--- src/rtl/vau_pkg.sv ---
// Shared constants, types and the arctangent table of the vector angle unit.
// Depends on nothing; every other file refers to it by scoped names.
`default_nettype none

package vau_pkg;

  localparam int COORD_WIDTH     = 16;
  localparam int ANGLE_FRAC_BITS = 16;
  localparam int CORDIC_STEPS    = 18;
  localparam int ANGLE_WIDTH     = ANGLE_FRAC_BITS + 3;

  // internal angle format: Q60
  localparam int QBITS    = 60;
  localparam int TAB_SIZE = 32;
  localparam int STEP_W   = $clog2(TAB_SIZE);
  localparam int CELL_COUNT = (CORDIC_STEPS < TAB_SIZE) ? CORDIC_STEPS : TAB_SIZE;

  // scaled atan2 arguments stay within 2^58; the rotated x grows by about 1.65 * sqrt(2)
  localparam int SW     = 60;
  localparam int XW     = 62;
  localparam int ZW     = 64;
  localparam int PROD_W = 2 * COORD_WIDTH;

  localparam int SCALE_D   = 59 - 2 * COORD_WIDTH;
  localparam int SCALE_SHL = (SCALE_D >= 0) ? SCALE_D : 0;
  localparam int SCALE_SHR = (SCALE_D < 0) ? -SCALE_D : 0;

  localparam int S_DATA_W = ((4 * COORD_WIDTH + 7) / 8) * 8;
  localparam int S_USER_W = 2;
  localparam int M_DATA_W = ((ANGLE_WIDTH + 7) / 8) * 8;
  localparam int M_USER_W = 1;

  localparam logic [1:0] CMD_POLAR    = 2'd0;
  localparam logic [1:0] CMD_DIRECTED = 2'd1;
  localparam logic [1:0] CMD_LINE     = 2'd2;

  typedef logic signed [ZW-1:0] angle_q_t;
  typedef angle_q_t atan_tab_t [TAB_SIZE];

  // unsigned long division for building the table at elaboration
  function automatic logic [63:0] udiv64(input logic [63:0] n, input logic [63:0] d);
    logic [63:0] q;
    logic [64:0] rem;
    q   = '0;
    rem = '0;
    for (int b = 63; b >= 0; b--) begin
      rem = {rem[63:0], n[b]};
      if (rem >= {1'b0, d}) begin
        rem  = rem - {1'b0, d};
        q[b] = 1'b1;
      end
    end
    return q;
  endfunction

  // atan(2^-i) in Q60 from the truncated series, terms floor(2^(60-i(2k+1)) / (2k+1))
  function automatic angle_q_t atan_pow2(input int i);
    logic [63:0] t;
    angle_q_t    sum;
    int          e;
    int          lim_e;
    sum   = '0;
    lim_e = QBITS - 2 * i;
    for (int k = 0; k < 64; k++) begin
      e = QBITS - i * (2 * k + 1);
      if (e < 0) begin
        t = '0;
      end else begin
        t = udiv64(64'd1 << e, 64'(2 * k + 1));
      end
      if (t == 64'd0) break;
      if ((k & 1) != 0) begin
        sum = sum - $signed(t);
      end else begin
        sum = sum + $signed(t);
      end
      if (i * (2 * k + 1) > lim_e) break;
    end
    return sum;
  endfunction

  // atan(1/3) in Q60 from the same truncated series
  function automatic angle_q_t atan_third();
    logic [63:0] one;
    logic [63:0] lim;
    logic [63:0] pw;
    logic [63:0] t;
    angle_q_t    sum;
    one = 64'd1 << QBITS;
    lim = udiv64(one, 64'd9);
    pw  = 64'd3;
    sum = '0;
    for (int k = 0; k < 64; k++) begin
      t = udiv64(udiv64(one, pw), 64'(2 * k + 1));
      if (t == 64'd0) break;
      if ((k & 1) != 0) begin
        sum = sum - $signed(t);
      end else begin
        sum = sum + $signed(t);
      end
      if (pw > lim) break;
      pw = pw * 64'd9;
    end
    return sum;
  endfunction

  function automatic atan_tab_t atan_table();
    atan_tab_t tab;
    tab[0] = atan_pow2(1) + atan_third();
    for (int i = 1; i < TAB_SIZE; i++) begin
      tab[i] = atan_pow2(i);
    end
    return tab;
  endfunction

  localparam atan_tab_t ATAN_TAB = atan_table();

  localparam angle_q_t PI_Q      = ATAN_TAB[0] <<< 2;
  localparam angle_q_t PI_HALF_Q = PI_Q >>> 1;
  localparam angle_q_t TWO_PI_Q  = PI_Q <<< 1;

  localparam int       ROUND_SH   = QBITS - ANGLE_FRAC_BITS;
  localparam angle_q_t ROUND_HALF = angle_q_t'(1) <<< (ROUND_SH - 1);
  localparam angle_q_t ROUND_FULL = (TWO_PI_Q + ROUND_HALF) >>> ROUND_SH;

  // one beat moving down the rotation chain
  typedef struct packed {
    logic [1:0]           cmd;
    logic                 zero;
    logic                 hold;   // angle already final, skip rotations
    logic signed [XW-1:0] x;
    logic signed [XW-1:0] y;
    angle_q_t             z;
  } cordic_t;

endpackage

`default_nettype wire

--- src/rtl/vau_cell.sv ---
// One vectoring CORDIC rotation cell with its own pipeline register.
// The step input is tied to a constant per cell. Depends on vau_pkg.
`default_nettype none

module vau_cell (
  input  logic                        clk,
  input  logic                        rst,
  input  logic [vau_pkg::STEP_W-1:0]  step,
  input  logic                        in_valid,
  output logic                        in_ready,
  input  vau_pkg::cordic_t            in_data,
  output logic                        out_valid,
  input  logic                        out_ready,
  output vau_pkg::cordic_t            out_data
);

  vau_pkg::cordic_t data_next;
  logic signed [vau_pkg::XW-1:0] xs, ys;
  vau_pkg::angle_q_t rot;
  logic v;

  assign in_ready  = !v || out_ready;
  assign out_valid = v;

  always_comb begin
    xs  = in_data.x >>> step;
    ys  = in_data.y >>> step;
    rot = vau_pkg::ATAN_TAB[step];
    data_next = in_data;
    if (!in_data.hold) begin
      // y at or above zero: rotate clockwise
      if (!in_data.y[vau_pkg::XW-1]) begin
        data_next.x = in_data.x + ys;
        data_next.y = in_data.y - xs;
        data_next.z = in_data.z + rot;
      end else begin
        data_next.x = in_data.x - ys;
        data_next.y = in_data.y + xs;
        data_next.z = in_data.z - rot;
      end
    end
  end

  always_ff @(posedge clk) begin
    if (rst) begin
      v <= 1'b0;
    end else if (in_ready) begin
      v <= in_valid;
    end
  end

  always_ff @(posedge clk) begin
    if (in_ready) out_data <= data_next;
  end

endmodule

`default_nettype wire

--- config.mk ---
export PLATFORM = sky130hd
export DESIGN_NAME = vau_cell
export DESIGN_NICKNAME = d
export VERILOG_FILES = /design/src/rtl/vau_pkg.sv /design/src/rtl/vau_cell.sv
export SDC_FILE = /design/constraint.sdc
export NUM_CORES = 1
export LEC_CHECK = 0
export BUFFER_PORTS_ARGS = -buffer_cell sky130_fd_sc_hd__buf_2
export CAP_MARGIN = 20
export CORE_UTILIZATION = 33
export DETAILED_ROUTE_END_ITERATION = 12
export GPL_TIMING_DRIVEN = 0
export HOLD_SLACK_MARGIN = 0.06
export PLACE_DENSITY = 0.51
export SYNTH_ARGS = -nofsm -noshare
export SYNTH_HDL_FRONTEND = slang
export SYNTH_SLANG_ARGS = --single-unit
--- constraint.sdc ---
create_clock -name clk -period 13 [get_ports clk]
set_clock_uncertainty 0.15 [all_clocks]
set_input_delay 2.6 -clock clk [delete_from_list [all_inputs] [get_ports clk]]
set_output_delay 2.6 -clock clk [all_outputs]
set_load 0.01 [all_outputs]
==> out/metrics.yaml <==
status: "complete, but fails checks"
violations: "negative setup slack"
fp-row-count: 115
drive_gt1_frac: 0.193
arrival_ns: 13.19
p_per_area_nw_per_um2: 109
die_h_um: 317
synth_edf_count: 192
drv_cap: 0
grt_usage: 0.387
rsz0062_at_grt: "no"
grt_pass1_vias: 35120
hold_class: "reg -> reg"
synth_area_um2: 32700
post-route-drc-count: 0
cts_setup_buffers: 0
ys_types: 93
cp_num_buf_inv: 12
fmax_mhz: 76.5
drtPass1Iterations: 9
worst_pin_slew_ns: 1.32
crit_fanout: 28
finalCritPeriodShare: 1.01
cts_tree: "yes"
fillers: 10348
gp_congestion: 1.06
synth-main-ff-cell: "edfxtp_1"
synthXorXnorAreaFrac: 0.0875
grt_pass1_wl_um: 273000
holdBufCountCts: 0
core_um2: 98300
cts_sinks: 193
grt_overflow: 0
clk_pin_slew_ns: 0.08
via_per_inst: 6.43
antenna_found_initial: 10
worstPathRequired_ns: 13.12
cts-root-buf: "clkbuf_16"
total_power_mw: 4.10
drt_iter0_drc: 4556
clock_path_buffers: 2
ys_seq_elements: 193
synth_fa_ha_area_frac: 0.0836
nets: 4837
crit_path_top_delay_cell: "clkbuf_1"
vias: 36784
worstSetupStartpointType: "primary input"
grt_start_max_net_pins: 68
peakVddDrop_mv: 0.107
p_leak_nw: 15.5
setup_violations: 2
clock_latency_ns: 0.54
synthCells: 3982
fin_crit_ns: 13.07
syn_nets: 4400
synth_compound_area_frac: 0.249
h-tree-depth: 4
ant_nets: 0
die_width_um: 317
area_growth_pct: 14.6
ys_seq_area_frac: 0.177
critPathKind: "in -> reg"
wl_um: 199000
synthArstFlopShare: 0
port_buffers: 394
synth_top_family_by_area: "compound AO/OA/AOI/OAI gates"
syn_area_per_cell_um2: 8.22
yosysWarnings: 0
num_io_pins: 395
critPathMaxStageDelay_ns: 0.87
die_area_um2: 100000
synth.mux.area_fraction: 0.184
hold_viol: 0
maxSlewViolCount: 0
slew_headroom: 0.118
cp_top_family: "buffers and inverters"
avgRoutedWirePerCell_um: 34.8
path_common_cell: "clkbuf_1"
start_util: 0.333
timing.final.ws_setup_ns: -0.0656
yosys.area_share.simple: 0.173
cts_buffers: 17
worstSetupEndpointType: "flip-flop"
whs_ns: 0.585
dp_hpwl_um: 161000
layer usage:
metal	GRT usage	routed length [um]	part of all wire	up-vias
met3	0.0926	18600	0.094	545
met5	0	9	0.000045	-
met4	0.222	12800	0.064	2
met2	0.594	86200	0.43	2169
met1	0.494	81400	0.41	18136
li1	-	-	-	15932
Yosys cell counts, types with 37 or more instances:
| library cell | number | area [um^2] |
|---|---|---|
| xor2_1 | 152 | 1330 |
| nand2b_1 | 39 | 244 |
| nand3_1 | 73 | 365 |
| edfxtp_1 | 192 | 5770 |
| o211ai_1 | 37 | 278 |
| and2_1 | 53 | 332 |
| a31oi_1 | 74 | 463 |
| mux2_2 | 89 | 1000 |
| a21o_1 | 128 | 961 |
| nor2b_1 | 49 | 307 |
| ha_1 | 214 | 2680 |
| xnor2_1 | 175 | 1530 |
| o21ai_0 | 344 | 1720 |
| nor3_1 | 53 | 265 |
| mux2i_1 | 135 | 1350 |
| nor2_1 | 261 | 980 |
| buf_2 | 53 | 265 |
| a21oi_1 | 357 | 1790 |
| nand2_1 | 503 | 1890 |
| mux4_2 | 160 | 3600 |
| o21a_1 | 40 | 300 |
| clkbuf_1 | 159 | 597 |
| and3_1 | 43 | 269 |
| inv_1 | 60 | 225 |
power breakdown:
| group | internal, mW | switching [mW] |
|---|---|---|
| sequential | 0.862 | 0.0370 |
| clock | 0.257 | 0.318 |
| combinational | 0.955 | 1.67 |
path summary, 6_finish.rpt:
check,from,to,slack [ns],cells after the start
max,step[4],out_data[184],-0.07,27
min,out_valid,out_valid,0.58,2
max reg2reg,out_valid,out_data[177],11.17,3
min reg2reg,out_valid,out_valid,0.58,2
state kept, by name (all words and copies together), names as in the netlist:
register	count
out_data	192
out_valid	1
cells by family (layout without fill, tap and decap cells):
group,count (synthesis),after routing
xor+xnor,327,327
other cells,0,3
flops,193,193
fa+ha+maj,217,217
compound gates,1307,1307
buf+inv,338,788
simple gates,1210,1210
mux,390,390
cells in the final DEF, fill, tap and decap left out, types with 17 or more instances in the layout:
cell,netlist,routed
and2_1,53,53
xnor2_1,175,175
nand2b_1,39,38
xor2_1,152,152
a211oi_1,36,36
o31ai_1,26,26
nand2_1,503,503
a21o_1,128,128
or2_2,18,18
buf_8,0,21
o211ai_1,37,37
buf_2,53,446
clkbuf_16,0,17
o21a_1,40,40
o21ai_0,344,344
o21bai_1,36,36
buf_1,30,25
mux2_2,89,89
edfxtp_1,192,192
nor3_1,53,53
nand3_1,73,73
clkbuf_1,159,142
buf_4,20,21
ha_1,214,214
mux2i_1,135,135
a31oi_1,74,73
and3_1,43,43
a221oi_1,21,21
nor2_1,261,260
nor2b_1,49,49
mux4_2,160,160
inv_1,60,60
o22ai_1,34,34
a21oi_1,357,356
nand4_1,34,34
metrics by stage:
stage	utilization	TNS, ns	worst slack, ns	cell area (um^2)	instances
2_1_floorplan	-	0	2.47	32700	3982
3_3_place_gp	0.370	-228.18	-3.14	36300	5663
3_5_place_dp	0.375	-113.56	-2.11	36900	5693
4_1_cts	0.381	0	0.0714	37500	5718
5_1_grt	0.382	0	0.000631	37500	5720
6_report	0.382	-0.0718	-0.0656	37500	5722
worst min-delay path, delay by kind of cell, from the launching register on:
kind	cells	cell delay [ns]
compound gates	1	0.11
flops	1	0.34
simple gates	1	0.24
what timing repair did:
action	CTS	global route
gates resized for setup	3	7
setup endpoints to repair	83	11
pin swaps	0	0
area by class of cell:
| cell class | instances | area [um^2] | area share |
|---|---|---|---|
| Antenna cell | 3 | 7.51 | 0.000200 |
| Buffer | 266 | 1250 | 0.0333 |
| Clock buffer | 17 | 425 | 0.0113 |
| Clock inverter | 15 | 163 | 0.00434 |
| Inverter | 64 | 240 | 0.00640 |
| Multi-Input combinational cell | 3451 | 25500 | 0.679 |
| Sequential cell | 193 | 5790 | 0.154 |
| Tap cell | 1287 | 1610 | 0.0429 |
| Timing Repair Buffer | 426 | 2550 | 0.0679 |
Note: power is estimated with default switching activity, not from simulation.
