<file path="src/rtl/vau_pkg.sv">
// Shared constants, types and the arctangent table of the vector angle unit.
// Depends on nothing; every other file refers to it by scoped names.
`default_nettype none

package vau_pkg;

  localparam int COORD_WIDTH     = 16;
  localparam int ANGLE_FRAC_BITS = 16;
  localparam int CORDIC_STEPS    = 18;
  localparam int ANGLE_WIDTH     = ANGLE_FRAC_BITS + 3;

  // internal angle format: Q60
  localparam int QBITS    = 60;
  localparam int TAB_SIZE = 32;
  localparam int STEP_W   = $clog2(TAB_SIZE);
  localparam int CELL_COUNT = (CORDIC_STEPS < TAB_SIZE) ? CORDIC_STEPS : TAB_SIZE;

  // scaled atan2 arguments stay within 2^58; the rotated x grows by about 1.65 * sqrt(2)
  localparam int SW     = 60;
  localparam int XW     = 62;
  localparam int ZW     = 64;
  localparam int PROD_W = 2 * COORD_WIDTH;

  localparam int SCALE_D   = 59 - 2 * COORD_WIDTH;
  localparam int SCALE_SHL = (SCALE_D >= 0) ? SCALE_D : 0;
  localparam int SCALE_SHR = (SCALE_D < 0) ? -SCALE_D : 0;

  localparam int S_DATA_W = ((4 * COORD_WIDTH + 7) / 8) * 8;
  localparam int S_USER_W = 2;
  localparam int M_DATA_W = ((ANGLE_WIDTH + 7) / 8) * 8;
  localparam int M_USER_W = 1;

  localparam logic [1:0] CMD_POLAR    = 2'd0;
  localparam logic [1:0] CMD_DIRECTED = 2'd1;
  localparam logic [1:0] CMD_LINE     = 2'd2;

  typedef logic signed [ZW-1:0] angle_q_t;
  typedef angle_q_t atan_tab_t [TAB_SIZE];

  // unsigned long division for building the table at elaboration
  function automatic logic [63:0] udiv64(input logic [63:0] n, input logic [63:0] d);
    logic [63:0] q;
    logic [64:0] rem;
    q   = '0;
    rem = '0;
    for (int b = 63; b >= 0; b--) begin
      rem = {rem[63:0], n[b]};
      if (rem >= {1'b0, d}) begin
        rem  = rem - {1'b0, d};
        q[b] = 1'b1;
      end
    end
    return q;
  endfunction

  // atan(2^-i) in Q60 from the truncated series, terms floor(2^(60-i(2k+1)) / (2k+1))
  function automatic angle_q_t atan_pow2(input int i);
    logic [63:0] t;
    angle_q_t    sum;
    int          e;
    int          lim_e;
    sum   = '0;
    lim_e = QBITS - 2 * i;
    for (int k = 0; k < 64; k++) begin
      e = QBITS - i * (2 * k + 1);
      if (e < 0) begin
        t = '0;
      end else begin
        t = udiv64(64'd1 << e, 64'(2 * k + 1));
      end
      if (t == 64'd0) break;
      if ((k & 1) != 0) begin
        sum = sum - $signed(t);
      end else begin
        sum = sum + $signed(t);
      end
      if (i * (2 * k + 1) > lim_e) break;
    end
    return sum;
  endfunction

  // atan(1/3) in Q60 from the same truncated series
  function automatic angle_q_t atan_third();
    logic [63:0] one;
    logic [63:0] lim;
    logic [63:0] pw;
    logic [63:0] t;
    angle_q_t    sum;
    one = 64'd1 << QBITS;
    lim = udiv64(one, 64'd9);
    pw  = 64'd3;
    sum = '0;
    for (int k = 0; k < 64; k++) begin
      t = udiv64(udiv64(one, pw), 64'(2 * k + 1));
      if (t == 64'd0) break;
      if ((k & 1) != 0) begin
        sum = sum - $signed(t);
      end else begin
        sum = sum + $signed(t);
      end
      if (pw > lim) break;
      pw = pw * 64'd9;
    end
    return sum;
  endfunction

  function automatic atan_tab_t atan_table();
    atan_tab_t tab;
    tab[0] = atan_pow2(1) + atan_third();
    for (int i = 1; i < TAB_SIZE; i++) begin
      tab[i] = atan_pow2(i);
    end
    return tab;
  endfunction

  localparam atan_tab_t ATAN_TAB = atan_table();

  localparam angle_q_t PI_Q      = ATAN_TAB[0] <<< 2;
  localparam angle_q_t PI_HALF_Q = PI_Q >>> 1;
  localparam angle_q_t TWO_PI_Q  = PI_Q <<< 1;

  localparam int       ROUND_SH   = QBITS - ANGLE_FRAC_BITS;
  localparam angle_q_t ROUND_HALF = angle_q_t'(1) <<< (ROUND_SH - 1);
  localparam angle_q_t ROUND_FULL = (TWO_PI_Q + ROUND_HALF) >>> ROUND_SH;

  // one beat moving down the rotation chain
  typedef struct packed {
    logic [1:0]           cmd;
    logic                 zero;
    logic                 hold;   // angle already final, skip rotations
    logic signed [XW-1:0] x;
    logic signed [XW-1:0] y;
    angle_q_t             z;
  } cordic_t;

endpackage

`default_nettype wire

</file>
<file path="src/rtl/vau_prep.sv">
// Front end of the vector angle unit: products, cross and dot, axis and
// half-plane handling. Three pipeline stages. Depends on vau_pkg.
`default_nettype none

module vau_prep (
  input  logic                                  clk,
  input  logic                                  rst,
  input  logic                                  in_valid,
  output logic                                  in_ready,
  input  logic [1:0]                            cmd,
  input  logic signed [vau_pkg::COORD_WIDTH-1:0] ax,
  input  logic signed [vau_pkg::COORD_WIDTH-1:0] ay,
  input  logic signed [vau_pkg::COORD_WIDTH-1:0] bx,
  input  logic signed [vau_pkg::COORD_WIDTH-1:0] by,
  output logic                                  out_valid,
  input  logic                                  out_ready,
  output vau_pkg::cordic_t                      out_data
);

  typedef struct packed {
    logic [1:0]                          cmd;
    logic signed [vau_pkg::PROD_W-1:0]   p_ax_by;
    logic signed [vau_pkg::PROD_W-1:0]   p_ay_bx;
    logic signed [vau_pkg::PROD_W-1:0]   p_ax_bx;
    logic signed [vau_pkg::PROD_W-1:0]   p_ay_by;
  } prod_t;

  typedef struct packed {
    logic [1:0]                    cmd;
    logic signed [vau_pkg::SW-1:0] cr;
    logic signed [vau_pkg::SW-1:0] dt;
  } arg_t;

  function automatic logic signed [vau_pkg::SW-1:0] scale(
    input logic signed [vau_pkg::PROD_W-1:0] p
  );
    logic signed [63:0] e;
    e = 64'(p);
    e = (e <<< vau_pkg::SCALE_SHL) >>> vau_pkg::SCALE_SHR;
    return vau_pkg::SW'(e);
  endfunction

  logic  v1, v2, v3;
  logic  rdy1, rdy2, rdy3;
  prod_t s1, s1_next;
  arg_t  s2, s2_next;
  vau_pkg::cordic_t s3_next;

  logic signed [vau_pkg::COORD_WIDTH-1:0] ua, va, ub, vb;
  logic signed [vau_pkg::XW-1:0] ex, ey;
  logic cmd_known;

  assign rdy3     = !v3 || out_ready;
  assign rdy2     = !v2 || rdy3;
  assign rdy1     = !v1 || rdy2;
  assign in_ready = rdy1;
  assign out_valid = v3;

  // polar angle is the directed angle from (1,0) to a
  always_comb begin
    if (cmd == vau_pkg::CMD_POLAR) begin
      ua = vau_pkg::COORD_WIDTH'(1);
      va = '0;
      ub = ax;
      vb = ay;
    end else begin
      ua = ax;
      va = ay;
      ub = bx;
      vb = by;
    end
    s1_next.cmd     = cmd;
    s1_next.p_ax_by = ua * vb;
    s1_next.p_ay_bx = va * ub;
    s1_next.p_ax_bx = ua * ub;
    s1_next.p_ay_by = va * vb;
  end

  always_comb begin
    s2_next.cmd = s1.cmd;
    s2_next.cr  = scale(s1.p_ax_by) - scale(s1.p_ay_bx);
    s2_next.dt  = scale(s1.p_ax_bx) + scale(s1.p_ay_by);
  end

  always_comb begin
    ex = vau_pkg::XW'(s2.dt);
    ey = vau_pkg::XW'(s2.cr);
    cmd_known = (s2.cmd == vau_pkg::CMD_POLAR) || (s2.cmd == vau_pkg::CMD_DIRECTED) ||
                (s2.cmd == vau_pkg::CMD_LINE);
    s3_next.cmd  = s2.cmd;
    s3_next.zero = 1'b0;
    s3_next.hold = 1'b1;
    s3_next.x    = ex;
    s3_next.y    = ey;
    s3_next.z    = '0;
    priority if (!cmd_known) begin
      s3_next.z = '0;
    end else if (ey == '0 && ex == '0) begin
      s3_next.zero = 1'b1;
    end else if (ey == '0) begin
      s3_next.z = ex[vau_pkg::XW-1] ? vau_pkg::PI_Q : '0;
    end else if (ex == '0) begin
      s3_next.z = ey[vau_pkg::XW-1] ? -vau_pkg::PI_HALF_Q : vau_pkg::PI_HALF_Q;
    end else if (ex[vau_pkg::XW-1]) begin
      // left half plane: mirror through the origin and carry +/- pi
      s3_next.hold = 1'b0;
      s3_next.x    = -ex;
      s3_next.y    = -ey;
      s3_next.z    = ey[vau_pkg::XW-1] ? -vau_pkg::PI_Q : vau_pkg::PI_Q;
    end else begin
      s3_next.hold = 1'b0;
    end
  end

  always_ff @(posedge clk) begin
    if (rst) begin
      v1 <= 1'b0;
      v2 <= 1'b0;
      v3 <= 1'b0;
    end else begin
      if (rdy1) v1 <= in_valid;
      if (rdy2) v2 <= v1;
      if (rdy3) v3 <= v2;
    end
  end

  always_ff @(posedge clk) begin
    if (rdy1) s1 <= s1_next;
    if (rdy2) s2 <= s2_next;
    if (rdy3) out_data <= s3_next;
  end

endmodule

`default_nettype wire

</file>
<file path="config.mk">
export PLATFORM = sky130hd
export DESIGN_NAME = vau_prep
export DESIGN_NICKNAME = d
export VERILOG_FILES = /design/src/rtl/vau_pkg.sv /design/src/rtl/vau_prep.sv
export SDC_FILE = /design/constraint.sdc
export NUM_CORES = 2
export LEC_CHECK = 0
export ABC_CLOCK_PERIOD_IN_PS = 14130
export BUFFER_PORTS_ARGS = -buffer_cell sky130_fd_sc_hd__buf_2
export CAP_MARGIN = 25
export CORE_UTILIZATION = 45
export CTS_CLUSTER_SIZE = 8
export DETAILED_ROUTE_END_ITERATION = 8
export GPL_TIMING_DRIVEN = 0
export SYNTH_ARGS = -nofsm -noshare
export SYNTH_HDL_FRONTEND = slang
export SYNTH_SLANG_ARGS = --single-unit
</file>
<file path="constraint.sdc">
create_clock -name clk -period 14.13 [get_ports clk]
set_input_delay 0 -clock clk [delete_from_list [all_inputs] [get_ports clk]]
set_output_delay 0 -clock clk [all_outputs]
set_load 0.05 [all_outputs]
</file>
==> flow_results.org <==
** Clock network
- Total clock buffers created by CTS :: 42
- Clock latency on the worst-skew pair, taken at its later pin, is 0.63 ns.
- Bufs on Longest Clock Path :: 3
- The H-tree was split into 2 levels.
- After clock tree synthesis, the flow added hold-fix buffers numbering 6.
- Clk root buf :: sky130_fd_sc_hd__clkbuf_16
- TritonCTS built the clock tree.
- CTS sink count :: 281
- The number of gates resized after CTS was 0.
- After clock tree synthesis, the clock-pin slew on the worst setup and hold paths is 0.05 ns.
- Post-CTS Setup Bufs :: 0

** Logic synthesis
- Yosys warnings :: 0
- Of the synthesized area, sequential elements account for 0.156.
- Most frequently used flop master after synthesis :: sky130_fd_sc_hd__edfxtp_1
- Post-synthesis cell type count :: 85
- Post-synthesis register bit count :: 281
- Mean instance size in the synthesized netlist :: 9.61 um2
- Counting flops with a built-in enable in the synthesized netlist gives 278.
- Synthesis handed over a netlist of 5621 instances.
- Summed instance area of the synthesized netlist :: 54000 um2
- After synthesis, the share of flip-flops with an asynchronous set or reset is 0.

** Timing
- The final max-slew violation count was 0.
- Final setup violation count :: 0
- Final sum of negative setup slack :: 0 ns
- Headroom to the max-slew limit came out at 0.105.
- At the pin with the least slew margin, the transition time is 1.34 ns.
- Fin crit share :: 0.710
- For the final database, setup skew stands at 0.0358 ns.
- RSZ-0062 raised after global routing :: no
- Final min period :: 10.03 ns
- The number of endpoints with negative hold slack in the final report was 0.
- For this run, the top clock speed supported by timing is 99.7 MHz.

** Placement
- The HPWL after detailed placement is 179 mm.
- Number of port buffers :: 197
- Global placement routability congestion :: 1.09

** Routing
- The routed design has 215 mm of wire.
- After the first detailed-routing iteration, the DRC count stood at 4725.
- Before antenna repair, the detailed router went through 6 iterations.
- Mean routed wirelength per cell :: 28.0 um
- Dividing the detail-routed via count by the number of cells gives 5.62.
- Detail Route Antenna Nets :: 0
- Across all layers, the routed design uses 43000 vias.
- Detailed-route DRC error count :: 0

** Floorplan
- DIE WIDTH :: 348 um
- The die covers 121000 um2.
- Cell row count :: 126
- Number of primary I/O pins :: 264
- The region available for standard cell placement spans 119000 um2.
- The floorplan step set the die height to 348 um.
- Initial Utilization :: 0.456

** Global route
- Maximum number of pins on one net before global-route repair :: 64
- The number of antenna violations at the first check in global routing is 36.
- The via count of the first global-routing pass was 42300.
- Global-route wire length before repair :: 303 mm
- Total global routing overflow :: 0
- Global-route usage over all layers :: 0.358

** Finish
- Share of cells above drive strength 1 :: 0.0776
- Number of nets in the final layout :: 7501
- Fill cell instance count of the final layout :: 11400
- Relative to the synthesized area, the layout overhead comes to 10.4%.

** Worst hold path
- Class of the tightest hold or removal check :: in2reg

** Outcome
- Run status :: finished, final reports clean

** Flow run
- Max-capacitance violation count :: 0

** Setup path
- For the worst setup path, the data required time is 14.45 ns.
- Crit-path max FO :: 10
- STA classifies the critical path endpoint as a flip-flop.
- Data arrives at the worst endpoint at 10.35 ns.
- The worst setup path is launched from an input pin.
- The critical path is of the in2reg type.
[placed cells by master (no fill, tap or decap), drive strengths merged, types with 7 or more instances in the layout]
master	instances
nand4	11
o31ai	20
o41ai	8
diode	49
fa	1050
a31oi	12
o22ai	7
nand2	586
a31o	7
ha	395
nor2b	25
or3	12
o21ai	87
nor3	43
nor4	10
inv	1193
o21a	32
nand2b	21
and2	57
and3	493
or2	8
a211oi	25
edfxtp	278
nor2	163
a21oi	176
a21o	70
o21bai	12
nand3	84
xnor2	173
o211ai	9
clkbuf	326
buf	384
conb	56
xor2	77
[cells by family after synthesis]
kind of cell	count (synthesis)	share of synthesized area
flops	281	0.156
other cells	1	0.0000694
compound gates	514	0.0618
xor+xnor	250	0.0405
fa+ha+maj	1445	0.481
buf+inv	1589	0.118
simple gates	1537	0.142
mux	4	0.000811
[cells in the mapped netlist, drive strengths merged (32+ instances only)]
master     n  area, um2
xor2      77        674
and3     493       3080
nand3     84        420
edfxtp   278       8350
and2      57        357
nor3      43        236
fa      1050      21000
clkbuf   272       1020
xnor2    173       1520
o21ai     87        439
ha       395       4940
inv     1191       4470
buf      124        887
nor2     163        612
a21oi    176        885
nand2    586       2200
o21a      32        240
a21o      70        526
[worst paths after layout]
| kind | cells past startpoint | start | end | slack, ns |
|---|---|---|---|---|
| setup / recovery | 26 | cmd[0] | s1[127]$_DFFE_PP_ | 4.10 |
| hold reg to reg | 0 | s1[129]$_DFFE_PP_ | s2[121]$_DFFE_PP_ | 0.42 |
| setup reg to reg | 15 | ey[27]$_DFFE_PP_ | out_data[107]$_DFFE_PP_ | 9.09 |
| hold / removal | 3 | ay[1] | s1[1]$_DFFE_PP_ | 0.09 |
[metal layers]
layer / routed length, um / track usage
met4: 10000 / 0.156
met3: 22400 / 0.0838
met2: 93000 / 0.531
met1: 89000 / 0.499
met5: 27 / 0.00280
[critical path: stages]
cell	delay [ns]
sky130_fd_sc_hd__dlygate4sd3_1	0.54
sky130_fd_sc_hd__buf_2	0.13
sky130_fd_sc_hd__or2_2	0.10
sky130_fd_sc_hd__clkbuf_1	0.56
sky130_fd_sc_hd__clkbuf_1	0.82
sky130_fd_sc_hd__and2_1	0.46
sky130_fd_sc_hd__clkbuf_1	0.85
sky130_fd_sc_hd__nand2_1	0.36
sky130_fd_sc_hd__inv_1	0.23
sky130_fd_sc_hd__fa_1	0.58
sky130_fd_sc_hd__fa_1	0.97
sky130_fd_sc_hd__fa_1	0.54
sky130_fd_sc_hd__fa_1	0.51
sky130_fd_sc_hd__fa_1	0.49
sky130_fd_sc_hd__inv_1	0.05
sky130_fd_sc_hd__fa_1	0.48
sky130_fd_sc_hd__inv_1	0.05
sky130_fd_sc_hd__ha_1	0.30
sky130_fd_sc_hd__clkbuf_1	0.33
sky130_fd_sc_hd__nand2_1	0.08
sky130_fd_sc_hd__o21ai_0	0.31
sky130_fd_sc_hd__a311oi_2	0.13
sky130_fd_sc_hd__o41ai_2	0.70
sky130_fd_sc_hd__a221oi_2	0.20
sky130_fd_sc_hd__o21bai_1	0.19
sky130_fd_sc_hd__xnor2_1	0.37
[state kept, by name, indices dropped and copies added (netlist names)]
signal,count
ex,33
ey,33
out_data,80
out_valid,1
s1,130
s2,2
v1,1
v2,1
[per-stage QoR]
step	hold WS (ns)	cell area (um2)	setup slack, ns	util	cells
2_1_floorplan	0.0724	54200	7.41	-	5676
3_3_place_gp	0.196	57200	4.04	0.483	7473
3_5_place_dp	0.195	58100	4.47	0.490	7525
4_1_cts	0.0664	59400	4.53	0.501	7591
5_1_grt	0.0768	59500	3.93	0.502	7612
6_report	0.0868	59600	4.10	0.503	7651
[cell type report]
class,instances,area [um2],area share
clock buffers,54,1120,0.0187
diodes,49,123,0.00206
clock inverters,6,96.3,0.00162
multi-input cells,3806,39400,0.661
repair buffers,266,2060,0.0346
plain buffers,396,1910,0.0320
flip-flops and latches,281,8410,0.141
well taps,1600,2000,0.0336
inverters,1193,4480,0.0752
Power is left out: the tool's default activity adds up to more than one toggle a clock period on the data nets, which glitch-free logic cannot reach.
