[config.mk]
export PLATFORM = sky130hd
export DESIGN_NAME = vau_post
export DESIGN_NICKNAME = d
export VERILOG_FILES = /design/src/rtl/vau_pkg.sv /design/src/rtl/vau_post.sv
export SDC_FILE = /design/constraint.sdc
export NUM_CORES = 1
export LEC_CHECK = 0
export BUFFER_PORTS_ARGS = -buffer_cell sky130_fd_sc_hd__clkbuf_2
export CAP_MARGIN = 20
export CORE_MARGIN = 10
export CORE_UTILIZATION = 50
export CTS_CLUSTER_SIZE = 8
export DETAILED_ROUTE_END_ITERATION = 7
export GPL_TIMING_DRIVEN = 0
export PLACE_DENSITY = 0.79
export RECOVER_POWER = 50
export SLEW_MARGIN = 5
export SYNTH_ARGS = -nofsm -noshare
export SYNTH_HDL_FRONTEND = slang
export SYNTH_SLANG_ARGS = --single-unit
export TNS_END_PERCENT = 20
[constraint.sdc]
create_clock -name clk -period 4.3 [get_ports clk]
set_input_delay 0.215 -clock clk [delete_from_list [all_inputs] [get_ports clk]]
set_output_delay 0.215 -clock clk [all_outputs]
set_load 0.05 [all_outputs]
[src/rtl/vau_pkg.sv]
// Shared constants, types and the arctangent table of the vector angle unit.
// Depends on nothing; every other file refers to it by scoped names.
`default_nettype none

package vau_pkg;

  localparam int COORD_WIDTH     = 16;
  localparam int ANGLE_FRAC_BITS = 16;
  localparam int CORDIC_STEPS    = 18;
  localparam int ANGLE_WIDTH     = ANGLE_FRAC_BITS + 3;

  // internal angle format: Q60
  localparam int QBITS    = 60;
  localparam int TAB_SIZE = 32;
  localparam int STEP_W   = $clog2(TAB_SIZE);
  localparam int CELL_COUNT = (CORDIC_STEPS < TAB_SIZE) ? CORDIC_STEPS : TAB_SIZE;

  // scaled atan2 arguments stay within 2^58; the rotated x grows by about 1.65 * sqrt(2)
  localparam int SW     = 60;
  localparam int XW     = 62;
  localparam int ZW     = 64;
  localparam int PROD_W = 2 * COORD_WIDTH;

  localparam int SCALE_D   = 59 - 2 * COORD_WIDTH;
  localparam int SCALE_SHL = (SCALE_D >= 0) ? SCALE_D : 0;
  localparam int SCALE_SHR = (SCALE_D < 0) ? -SCALE_D : 0;

  localparam int S_DATA_W = ((4 * COORD_WIDTH + 7) / 8) * 8;
  localparam int S_USER_W = 2;
  localparam int M_DATA_W = ((ANGLE_WIDTH + 7) / 8) * 8;
  localparam int M_USER_W = 1;

  localparam logic [1:0] CMD_POLAR    = 2'd0;
  localparam logic [1:0] CMD_DIRECTED = 2'd1;
  localparam logic [1:0] CMD_LINE     = 2'd2;

  typedef logic signed [ZW-1:0] angle_q_t;
  typedef angle_q_t atan_tab_t [TAB_SIZE];

  // unsigned long division for building the table at elaboration
  function automatic logic [63:0] udiv64(input logic [63:0] n, input logic [63:0] d);
    logic [63:0] q;
    logic [64:0] rem;
    q   = '0;
    rem = '0;
    for (int b = 63; b >= 0; b--) begin
      rem = {rem[63:0], n[b]};
      if (rem >= {1'b0, d}) begin
        rem  = rem - {1'b0, d};
        q[b] = 1'b1;
      end
    end
    return q;
  endfunction

  // atan(2^-i) in Q60 from the truncated series, terms floor(2^(60-i(2k+1)) / (2k+1))
  function automatic angle_q_t atan_pow2(input int i);
    logic [63:0] t;
    angle_q_t    sum;
    int          e;
    int          lim_e;
    sum   = '0;
    lim_e = QBITS - 2 * i;
    for (int k = 0; k < 64; k++) begin
      e = QBITS - i * (2 * k + 1);
      if (e < 0) begin
        t = '0;
      end else begin
        t = udiv64(64'd1 << e, 64'(2 * k + 1));
      end
      if (t == 64'd0) break;
      if ((k & 1) != 0) begin
        sum = sum - $signed(t);
      end else begin
        sum = sum + $signed(t);
      end
      if (i * (2 * k + 1) > lim_e) break;
    end
    return sum;
  endfunction

  // atan(1/3) in Q60 from the same truncated series
  function automatic angle_q_t atan_third();
    logic [63:0] one;
    logic [63:0] lim;
    logic [63:0] pw;
    logic [63:0] t;
    angle_q_t    sum;
    one = 64'd1 << QBITS;
    lim = udiv64(one, 64'd9);
    pw  = 64'd3;
    sum = '0;
    for (int k = 0; k < 64; k++) begin
      t = udiv64(udiv64(one, pw), 64'(2 * k + 1));
      if (t == 64'd0) break;
      if ((k & 1) != 0) begin
        sum = sum - $signed(t);
      end else begin
        sum = sum + $signed(t);
      end
      if (pw > lim) break;
      pw = pw * 64'd9;
    end
    return sum;
  endfunction

  function automatic atan_tab_t atan_table();
    atan_tab_t tab;
    tab[0] = atan_pow2(1) + atan_third();
    for (int i = 1; i < TAB_SIZE; i++) begin
      tab[i] = atan_pow2(i);
    end
    return tab;
  endfunction

  localparam atan_tab_t ATAN_TAB = atan_table();

  localparam angle_q_t PI_Q      = ATAN_TAB[0] <<< 2;
  localparam angle_q_t PI_HALF_Q = PI_Q >>> 1;
  localparam angle_q_t TWO_PI_Q  = PI_Q <<< 1;

  localparam int       ROUND_SH   = QBITS - ANGLE_FRAC_BITS;
  localparam angle_q_t ROUND_HALF = angle_q_t'(1) <<< (ROUND_SH - 1);
  localparam angle_q_t ROUND_FULL = (TWO_PI_Q + ROUND_HALF) >>> ROUND_SH;

  // one beat moving down the rotation chain
  typedef struct packed {
    logic [1:0]           cmd;
    logic                 zero;
    logic                 hold;   // angle already final, skip rotations
    logic signed [XW-1:0] x;
    logic signed [XW-1:0] y;
    angle_q_t             z;
  } cordic_t;

endpackage

`default_nettype wire

[src/rtl/vau_post.sv]
// Back end of the vector angle unit: range wrap, line-angle folding,
// rounding to the output format and saturation. Depends on vau_pkg.
`default_nettype none

module vau_post (
  input  logic                              clk,
  input  logic                              rst,
  input  logic                              in_valid,
  output logic                              in_ready,
  input  vau_pkg::cordic_t                  in_data,
  output logic                              out_valid,
  input  logic                              out_ready,
  output logic [vau_pkg::ANGLE_WIDTH-1:0]   angle,
  output logic                              zero_input
);

  typedef struct packed {
    logic              is_line;
    logic              zero;
    vau_pkg::angle_q_t t;
  } wrap_t;

  logic  v1, v2, v3;
  logic  rdy1, rdy2, rdy3;
  wrap_t s1, s1_next, s2, s2_next;
  vau_pkg::angle_q_t flip, tr, r;
  logic [vau_pkg::ANGLE_WIDTH-1:0] angle_next;

  assign rdy3      = !v3 || out_ready;
  assign rdy2      = !v2 || rdy3;
  assign rdy1      = !v1 || rdy2;
  assign in_ready  = rdy1;
  assign out_valid = v3;

  always_comb begin
    s1_next.is_line = (in_data.cmd == vau_pkg::CMD_LINE);
    s1_next.zero    = in_data.zero;
    s1_next.t       = in_data.z;
    if (in_data.z[vau_pkg::ZW-1]) begin
      s1_next.t = in_data.z + (s1_next.is_line ? vau_pkg::PI_Q : vau_pkg::TWO_PI_Q);
    end
  end

  // line angles only: outside [0, pi] becomes zero, then the obtuse side folds back below pi/2
  always_comb begin
    flip    = vau_pkg::PI_Q - s1.t;
    s2_next = s1;
    if (s1.is_line) begin
      priority if (s1.t[vau_pkg::ZW-1]) begin
        s2_next.t = '0;
      end else if (s1.t > vau_pkg::PI_Q) begin
        s2_next.t = '0;
      end else if (s1.t > vau_pkg::PI_HALF_Q) begin
        s2_next.t = flip;
      end else begin
        s2_next.t = s1.t;
      end
    end
  end

  always_comb begin
    tr = s2.t + vau_pkg::ROUND_HALF;
    r  = tr >>> vau_pkg::ROUND_SH;
    priority if (r >= vau_pkg::ROUND_FULL) begin
      angle_next = vau_pkg::ANGLE_WIDTH'(vau_pkg::ROUND_FULL - vau_pkg::angle_q_t'(1));
    end else if (r[vau_pkg::ZW-1]) begin
      angle_next = '0;
    end else begin
      angle_next = vau_pkg::ANGLE_WIDTH'(r);
    end
  end

  always_ff @(posedge clk) begin
    if (rst) begin
      v1 <= 1'b0;
      v2 <= 1'b0;
      v3 <= 1'b0;
    end else begin
      if (rdy1) v1 <= in_valid;
      if (rdy2) v2 <= v1;
      if (rdy3) v3 <= v2;
    end
  end

  always_ff @(posedge clk) begin
    if (rdy1) s1 <= s1_next;
    if (rdy2) s2 <= s2_next;
    if (rdy3) begin
      angle      <= angle_next;
      zero_input <= s2.zero;
    end
  end

endmodule

`default_nettype wire
==> impl_metrics.py, run 1 <==
metrics = {
    "logic_synthesis": {
        "ys_seq_area_share_pct": 37.34,
        "avgSynthCellArea_um2": 8.556,
        "synth_cells": 1034,
        "synth.distinct_cells": 82,
        "synth_nets": 1239,
        "ys_async_sr_fraction_pct": 0,
        "yosysWarnings": 0,
        "synth_seq_cells": 111,
        "synth_edf_count": 108,
        "yosys_most_used_dff": "edfxtp_1",
        "synth_area_um2": 8847,
    },
    "clock_network": {
        "cts_buffer_depth": 2,
        "ctsHoldBuffers": 0,
        "cts.reportedPaths.clkPinSlew_ps": 80,
        "h-tree-depth": 3,
        "cts_tree": "done",
        "cts_sinks": 111,
        "clock_latency_ps": 350,
        "cts-root-buf": "clkbuf_16",
        "cts_buffers": 9,
    },
    "cells_and_area": {
        "multiInputGateArea_um2": 5371,
        "mostFrequentLayoutCells": "nand2_1, edfxtp_1, nor2_1",
        "seq_area_um2": 3303,
        "instances_no_fill": 1359,
        "final_common_cell": "nand2_1",
        "layout.nets": 1334,
        "drive_gt1_share_pct": 13.67,
        "areaGrowthSynthToFinish_pct": 13.96,
        "fillers": 1566,
        "antennaDiodeCount": 0,
    },
    "global_route": {
        "grt_pass1_vias": 7761,
        "grt_overflow": 0,
        "grt_pass1_wl_um": 41000,
        "antenna_found_initial": 0,
        "grt_usage_pct": 20.86,
        "grt_max_degree": 68,
    },
    "critical_path": {
        "worst_ep_required_time_ps": 4380,
        "cp.arrival_ps": 4390,
        "crit_type": "in -> reg",
        "crit_start": "in_data[190]",
        "crit_path_end_kind": "flip-flop",
        "critPathLaunchType": "input pin",
        "r2r_start": "s1[53]",
        "path_max_fanout": 11,
    },
    "timing": {
        "hold_viol": 0,
        "clock_skew_ps": 10.09,
        "period_share_pct": 100.2,
        "rsz0062_at_grt": "yes",
        "tightest_slew_ps": 2646,
        "relSlewSlack_pct": -76.81,
        "fin_crit_ps": 4310,
        "slew_viol_final": 68,
        "fin_ws_ps": -9.673,
        "max_freq_ghz": 0.2320,
        "setup_viol_count_final": 1,
    },
    "place": {
        "place_congestion": 0.9935,
        "port-buffer-count": 78,
        "hpwl_um": 20490,
        "place_inst": 1337,
    },
    "route": {
        "wl_per_cell_um": 19.45,
        "drc": 0,
        "routed_wl_um": 26430,
        "drt_iter0_markers": 840,
        "vias_per_cell": 6.325,
        "antenna_left": 0,
        "vias": 8596,
        "drtPass1Iterations": 5,
    },
    "run_status": {
        "violations": "capacitance limit, slew limit, setup timing",
        "outcome": "complete, but fails checks",
    },
    "pwr": {
        "p_per_area_nw_per_um2": 317.5,
        "peakVddDrop_mv": 0.2081,
        "power.total_mw": 3.201,
        "p_leak_nw": 3.491,
    },
    "floorplan": {
        "start_util_pct": 51.15,
        "dieArea_um2": 23420,
        "rows": 48,
        "coreArea_um2": 17300,
        "fp.dieH_um": 153.0,
        "ios": 218,
        "die_w_um": 153.0,
    },
    "job": {
        "max-cap-violations": 1,
    },
    "worst_hold_path": {
        "hold_class": "in -> reg",
        "min-delay-start": "in_data[189]",
    },
}
logic make-up after synthesis:
family	Yosys count	synth area share [%]
multiplexers	8	0.9758
buffers and inverters	91	4.130
XOR/XNOR	93	9.207
flip-flops	111	37.34
AND/OR/NAND/NOR	419	24.18
adder cells (fa/ha/maj)	13	1.725
AO/OA/AOI/OAI	299	22.44
power breakdown:
part	internal [mW]	switching, mW
Combinational	0.311	0.614
Clock	0.406	0.390
Sequential	1.36	0.119
Total	2.08	1.12
critical path: stages:
cell and delay (ps):
clkbuf_2 200, nand2b_1 150, buf_6 150, clkbuf_4 240, buf_4 220, buf_4 230
clkbuf_8 220, clkbuf_8 210, clkinvlp_4 170, ha_1 390, nand4_1 260, a2111oi_4 320
buf_4 190, o211ai_4 100, a2111oi_4 400, nor4b_1 90, or3_1 410, xnor2_2 180
layer usage:
metal / track usage [%] / vias to the layer above / part of all wire [%]
met2: 34.07 / 438 / 46
met4: 5.949 / 0 / 2.0
met5: 0 / - / 0
met1: 27.51 / 4013 / 43
li1: - / 4092 / -
met3: 3.900 / 53 / 8.9
sequential cells by signal, summed over array words and instances, names as in the netlist:
signal and flops:
out_valid 1, v1 1, s1 66, zero_input 1, s2 22, v2 1, angle 19
what timing repair did:
item	in CTS	in global routing
pin swaps	3	5
resized for setup	36	20
buffers inserted	4	2
setup endpoints to repair	56	21
gates cloned	0	0
per-stage QoR:
step | hold slack, ps | instance area [um^2] | util, % | setup TNS [ps] | setup WS [ps]
after global routing | 36.59 | 10080 | 58.29 | -645.3 | -128.5
after detailed placement | 394.6 | 9528 | 55.09 | -67060 | -1905
after global placement | 393.0 | 9520 | 55.04 | -72420 | -2018
after floorplan | 287.4 | 8848 | - | 0 | 46.82
final | 35.88 | 10080 | 58.29 | -9.673 | -9.673
after CTS | 28.10 | 9991 | 57.76 | 0 | 7.722
cells in the mapped netlist, types with 9 or more instances:
master    number  area (um^2)
a211oi_1      10        75.07
a21oi_1       72        360.4
a31oi_1       32        200.2
and2_1        11        68.82
and3_1        14        87.58
buf_2         10        50.05
clkbuf_1      45        168.9
edfxtp_1     108         3243
ha_1           9        112.6
inv_1         26        97.59
nand2_1      113        424.2
nand2b_1      16        100.1
nand3_1       46        230.2
nand4_1       17        106.4
nor2_1        79        296.5
nor2b_1       15        93.84
nor3_1        26        130.1
nor3b_1        9        67.56
nor4_1        17        106.4
o211ai_1      13        97.59
o21ai_0       68        340.3
or2_2          9        56.30
or3_1         12        75.07
or4_1          9        67.56
xnor2_1       74        648.1
xor2_1        19        166.4
cell type report:
cell class / count / area share (%)
multi-input combinational: 832 / 53.28
clock buffer: 9 / 2.234
clock inverter: 7 / 0.6329
sequential: 111 / 32.76
timing repair buffer: 85 / 4.095
tap: 225 / 2.792
inverter: 28 / 1.080
buffer: 62 / 3.127
path summary, 6_finish.rpt:
path / cells past startpoint / endpoint / slack, ps
worst max-delay path: 18 / s1[57] / -10
worst max register to register: 10 / s2[49] / 650
worst min-delay path: 1 / s1[64] / 40
worst min register to register: 0 / zero_input / 420
Power figures use the tool's default switching activity.
==> run 2, diff against run 1 <==
==> constraint.sdc (replaced) <==
create_clock -name clk -period 4.3 [get_ports clk]
set_input_delay 0.43 -clock clk [delete_from_list [all_inputs] [get_ports clk]]
set_output_delay 0.43 -clock clk [all_outputs]
set_load 0.05 [all_outputs]
==> impl_metrics.py, run 2 (synthesis results as in run 1) <==
metrics = {
    "run_status": {
        "outcome": "complete, but fails checks",
        "violations": "capacitance limit, slew limit",
    },
    "route": {
        "vias": 8515,
        "wl_per_cell_um": 19.23,
        "routed_wl_um": 26060,
        "drt_iter0_markers": 805,
        "drtPass1Iterations": 6,
        "antenna_left": 0,
        "drc": 0,
        "vias_per_cell": 6.284,
    },
    "cells_and_area": {
        "drive_gt1_share_pct": 13.10,
        "reg.largest.list": "s1 x66, s2 x22, angle x19",
        "largest_register_ffs": 66,
        "areaGrowthSynthToFinish_pct": 13.77,
        "mostFrequentLayoutCells": "nand2_1, edfxtp_1, nor2_1",
        "final_core_util_pct": 58.20,
        "instances_no_fill": 1355,
        "final_common_cell": "nand2_1",
        "regMostFlops": "s1",
        "layout.nets": 1330,
        "antennaDiodeCount": 0,
    },
    "timing": {
        "tightest_slew_ps": 2572,
        "clock_skew_ps": 10.07,
        "hold_viol": 0,
        "fin_crit_ps": 4170,
        "setup-tns-final_ps": 0,
        "slew_viol_final": 68,
        "rsz0062_at_grt": "no",
        "relSlewSlack_pct": -71.90,
        "period_share_pct": 96.97,
        "max_freq_ghz": 0.2398,
        "setup_viol_count_final": 0,
        "fin_hold_ws_ps": 253.1,
    },
    "worst_hold_path": {
        "holdPathStages": 1,
        "hold_path_end": "s1[64]",
        "min-delay-start": "in_data[189]",
        "hold_class": "in -> reg",
    },
    "place": {
        "hpwl_um": 20430,
        "place_congestion": 1.014,
        "port-buffer-count": 78,
        "place_inst": 1337,
    },
    "clock_network": {
        "cts.reportedPaths.clkPinSlew_ps": 70,
        "clock_latency_ps": 350,
        "cts_tree": "done",
        "cts-root-buf": "clkbuf_16",
        "cts_buffer_depth": 2,
        "cts_buffers": 9,
        "h-tree-depth": 3,
        "cts_sinks": 111,
    },
    "global_route": {
        "grt_use_met1_pct": 27.26,
        "grt_pass1_wl_um": 41530,
        "grt_use_met3_pct": 4.040,
        "busiest_layer": "met2",
        "grt_max_degree": 68,
        "antenna_found_initial": 0,
        "grt_overflow": 0,
        "grt_usage_pct": 21.26,
        "grt_pass1_vias": 7917,
        "grt_use_met2_pct": 35.12,
    },
    "critical_path": {
        "r2r_start": "s1[53]",
        "reg2reg_slack_ps": 620,
        "cp.arrival_ps": 4260,
        "path_max_fanout": 19,
        "crit_path_end_kind": "flip-flop",
        "worst_ep_required_time_ps": 4390,
        "ff2ff_path_depth": 9,
        "crit_type": "in -> reg",
        "critPathLaunchType": "input pin",
        "worstReg2RegEnd": "s2[55]",
    },
    "pwr": {
        "peakVddDrop_mv": 0.2304,
        "p_per_area_nw_per_um2": 315.8,
        "p_leak_nw": 3.469,
        "power.total_mw": 3.179,
    },
    "floorplan": {
        "die_w_um": 153.0,
        "dieArea_um2": 23420,
        "coreArea_um2": 17300,
        "start_util_pct": 51.15,
        "ios": 218,
        "fp.dieH_um": 153.0,
        "rows": 48,
    },
    "job": {
        "max-cap-violations": 1,
    },
}
[run 2: changes by cell type in the layout (fill, tap and decap cells not counted), moves of 2 or more]
cell	before	now
clkbuf_4	2	0
and4_1	8	6
ha_1	9	7
clkbuf_8	2	4
buf_4	11	5
[run 2: report_power, final]
group	total (mW)	switching [mW]	internal, mW	leakage (nW)
logic	0.924	0.610	0.313	2.16
registers	1.48	0.118	1.36	1.18
clock network	0.776	0.377	0.399	0.128
[run 2: worst max-delay path by stage]
| stage | startpoint | end | slack [ps] |
|---|---|---|---|
| final | in_data[190] | s1[57] | 130 |
| after global routing | in_data[190] | s1[62] | 10 |
| after floorplan | in_data[190] | s1[62] | -80 |
| after detailed placement | in_data[190] | s1[62] | -2100 |
| after global placement | in_data[190] | s1[62] | -2160 |
| after CTS | in_data[190] | s1[48] | -10 |
[run 2: metal layers]
metal / up-vias / part of all wire (%)
met5: - / 0
met4: 0 / 2.4
met3: 52 / 8.1
met2: 389 / 47
met1: 3979 / 43
li1: 4095 / -
[run 2: per-stage QoR]
step,cell area [um^2],setup WS [ps]
floorplan,8857,-83.50
global placement,9529,-2163
detailed placement,9537,-2099
CTS,10050,-14.80
global route,10070,10.35
finish,10070,130.2
[run 2: what timing repair did]
action / in CTS / in global routing
setup buffers: 2 / 2
pin swaps: 6 / 6
hold buffers: 0 / 0
setup endpoints to repair: 56 / 26
hold endpoints to repair: 0 / 0
resized for setup: 46 / 14
[run 2: critical path: stages]
cell	delay, ps
buf_2	210
nand2b_1	150
buf_6	160
clkbuf_8	210
buf_12	180
clkbuf_8	190
clkbuf_8	210
clkinvlp_4	190
ha_4	330
nand4_1	190
a2111oi_4	420
buf_4	190
a2111oi_4	90
a2111oi_4	440
nor4b_1	100
or3_1	390
xnor2_1	150
[run 2: final cells by class]
cell class	count	area (um^2)
clock buffer	9	225.2
tap	225	281.5
fill	1552	7231
clock inverter	7	55.05
sequential	111	3303
timing repair buffer	83	397.9
multi-input combinational	832	5363
inverter	28	111.4
buffer	60	329.1
==> run 3, diff against run 2 <==
PLACE_DENSITY = 0.76   (was 0.79)
clock period = 3.95 ns   (was 4.3 ns; I/O delays follow)
==> impl_metrics.py, run 3 (synthesis results as in run 1) <==
metrics = {
    "run_status": {
        "outcome": "complete, but fails checks",
        "violations": "capacitance limit",
    },
    "global_route": {
        "grt_pass1_vias": 7755,
        "grt_max_degree": 68,
        "grt_pass1_wl_um": 41540,
        "antenna_found_initial": 0,
        "grt_overflow": 0,
        "grt_usage_pct": 21.38,
    },
    "floorplan": {
        "ios": 218,
        "fp.dieH_um": 153.0,
        "die_w_um": 153.0,
        "coreArea_um2": 17300,
        "rows": 48,
        "dieArea_um2": 23420,
        "start_util_pct": 51.15,
    },
    "clock_network": {
        "cts_buffers": 9,
        "cts_tree": "done",
        "h-tree-depth": 3,
        "cts_buffer_depth": 2,
        "cts-root-buf": "clkbuf_16",
        "cts.reportedPaths.clkPinSlew_ps": 70,
        "cts_sinks": 111,
        "clock_latency_ps": 350,
    },
    "cells_and_area": {
        "layout.nets": 1345,
        "drive_gt1_share_pct": 14.59,
        "antennaDiodeCount": 0,
        "mostFrequentLayoutCells": "nand2_1, edfxtp_1, nor2_1",
        "areaGrowthSynthToFinish_pct": 16.12,
        "multiInputGateArea_um2": 5371,
        "reg.largest.list": "s1 x66, s2 x22, angle x19",
        "fillers": 1555,
        "final_common_cell": "nand2_1",
        "instances_no_fill": 1370,
        "seq_area_um2": 3303,
        "regMostFlops": "s1",
        "largest_register_ffs": 66,
    },
    "critical_path": {
        "crit_start": "in_data[191]",
        "crit_type": "in -> reg",
        "worst_ep_required_time_ps": 4030,
        "cp.arrival_ps": 3900,
        "crit_path_end_kind": "flip-flop",
        "critPathLaunchType": "input pin",
        "r2r_start": "s1[53]",
        "worstReg2RegEnd": "s2[44]",
        "ff2ff_path_depth": 9,
        "crit_end": "s1[57]",
        "path_max_fanout": 10,
        "reg2reg_slack_ps": 350,
    },
    "timing": {
        "relSlewSlack_pct": 0.09445,
        "slew_viol_final": 0,
        "tightest_slew_ps": 1499,
        "setup-tns-final_ps": 0,
        "clock_skew_ps": 7.291,
        "period_share_pct": 96.80,
        "max_freq_ghz": 0.2615,
        "fin_crit_ps": 3824,
        "setup_viol_count_final": 0,
        "hold_viol": 0,
        "fin_hold_ws_ps": 218.5,
        "rsz0062_at_grt": "no",
    },
    "route": {
        "vias_per_cell": 6.258,
        "antenna_left": 0,
        "drtPass1Iterations": 6,
        "drc": 0,
        "routed_wl_um": 26500,
        "vias": 8574,
        "wl_per_cell_um": 19.34,
        "drt_iter0_markers": 854,
    },
    "pwr": {
        "p_per_area_nw_per_um2": 343.2,
        "power.total_mw": 3.526,
        "p_leak_nw": 3.602,
        "peakVddDrop_mv": 0.2437,
    },
    "worst_hold_path": {
        "hold_class": "in -> reg",
        "holdPathStages": 1,
    },
    "place": {
        "port-buffer-count": 78,
        "hpwl_um": 20400,
        "place_congestion": 0.9718,
        "place_inst": 1338,
    },
    "job": {
        "max-cap-violations": 1,
    },
}
[run 3: cell types whose count changed in the layout (fill, tap and decap cells not counted), sizes merged, moves of 2 or more]
cell      change
clkinvlp      -2
clkinv        +3
inv           -2
buf          +13
[run 3: area by class of cell]
cell class              count  area share (%)
inverters                  28           1.084
plain buffers              59           3.641
clock buffers               9           2.192
repair buffers             99           5.213
flip-flops and latches    111           32.15
clock inverters             7          0.6942
multi-input cells         832           52.28
well taps                 225           2.740
[run 3: report_power, final]
group          total, mW  switching [mW]  internal [mW]
registers           1.61           0.128           1.48
clock network      0.891           0.400          0.492
logic               1.02           0.669          0.355
[run 3: per-stage QoR]
step | cell area, um^2 | worst slack [ps] | util (%)
final | 10270 | 126.5 | 59.40
after global placement | 9557 | -1555 | 55.25
after CTS | 10170 | 12.98 | 58.79
after global routing | 10270 | 38.15 | 59.40
after floorplan | 8885 | -4.728 | -
after detailed placement | 9569 | -1532 | 55.32
[run 3: how the worst min path moves through the flow]
| stage | from | end |
|---|---|---|
| after floorplan | s1[64] | s2[64] |
| after global placement | s1[64] | s2[64] |
| after detailed placement | s1[64] | s2[64] |
| after CTS | in_data[189] | s1[64] |
| after global routing | in_data[189] | s1[64] |
| final | in_data[189] | s1[64] |
[run 3: critical path: stages]
cell,delay (ps)
clkbuf_4,170
nand2b_1,100
buf_6,140
clkbuf_16,170
buf_16,130
clkbuf_16,160
clkbuf_16,150
clkinvlp_4,190
ha_4,330
nand4_1,220
a2111oi_4,320
buf_4,200
o211ai_4,90
a2111oi_4,480
buf_4,200
nor2_4,40
a31oi_1,170
or3_1,130
xnor2_1,80
[run 3: timing repair]
action | 4_1_cts | 5_1_grt
cloned | 0 | 0
setup endpoints to repair | 53 | 29
hold buffers | 0 | 0
resized for setup | 42 | 20
pin swaps | 6 | 8
setup buffers | 9 | 10
[run 3: per-layer routing]
layer	global-route usage [%]	routed length (um)	vias to the layer above
met4	5.132	393	0
met3	4.770	2303	35
met5	0	0	-
li1	-	-	4116
met2	33.91	12290	401
met1	28.91	11520	4022
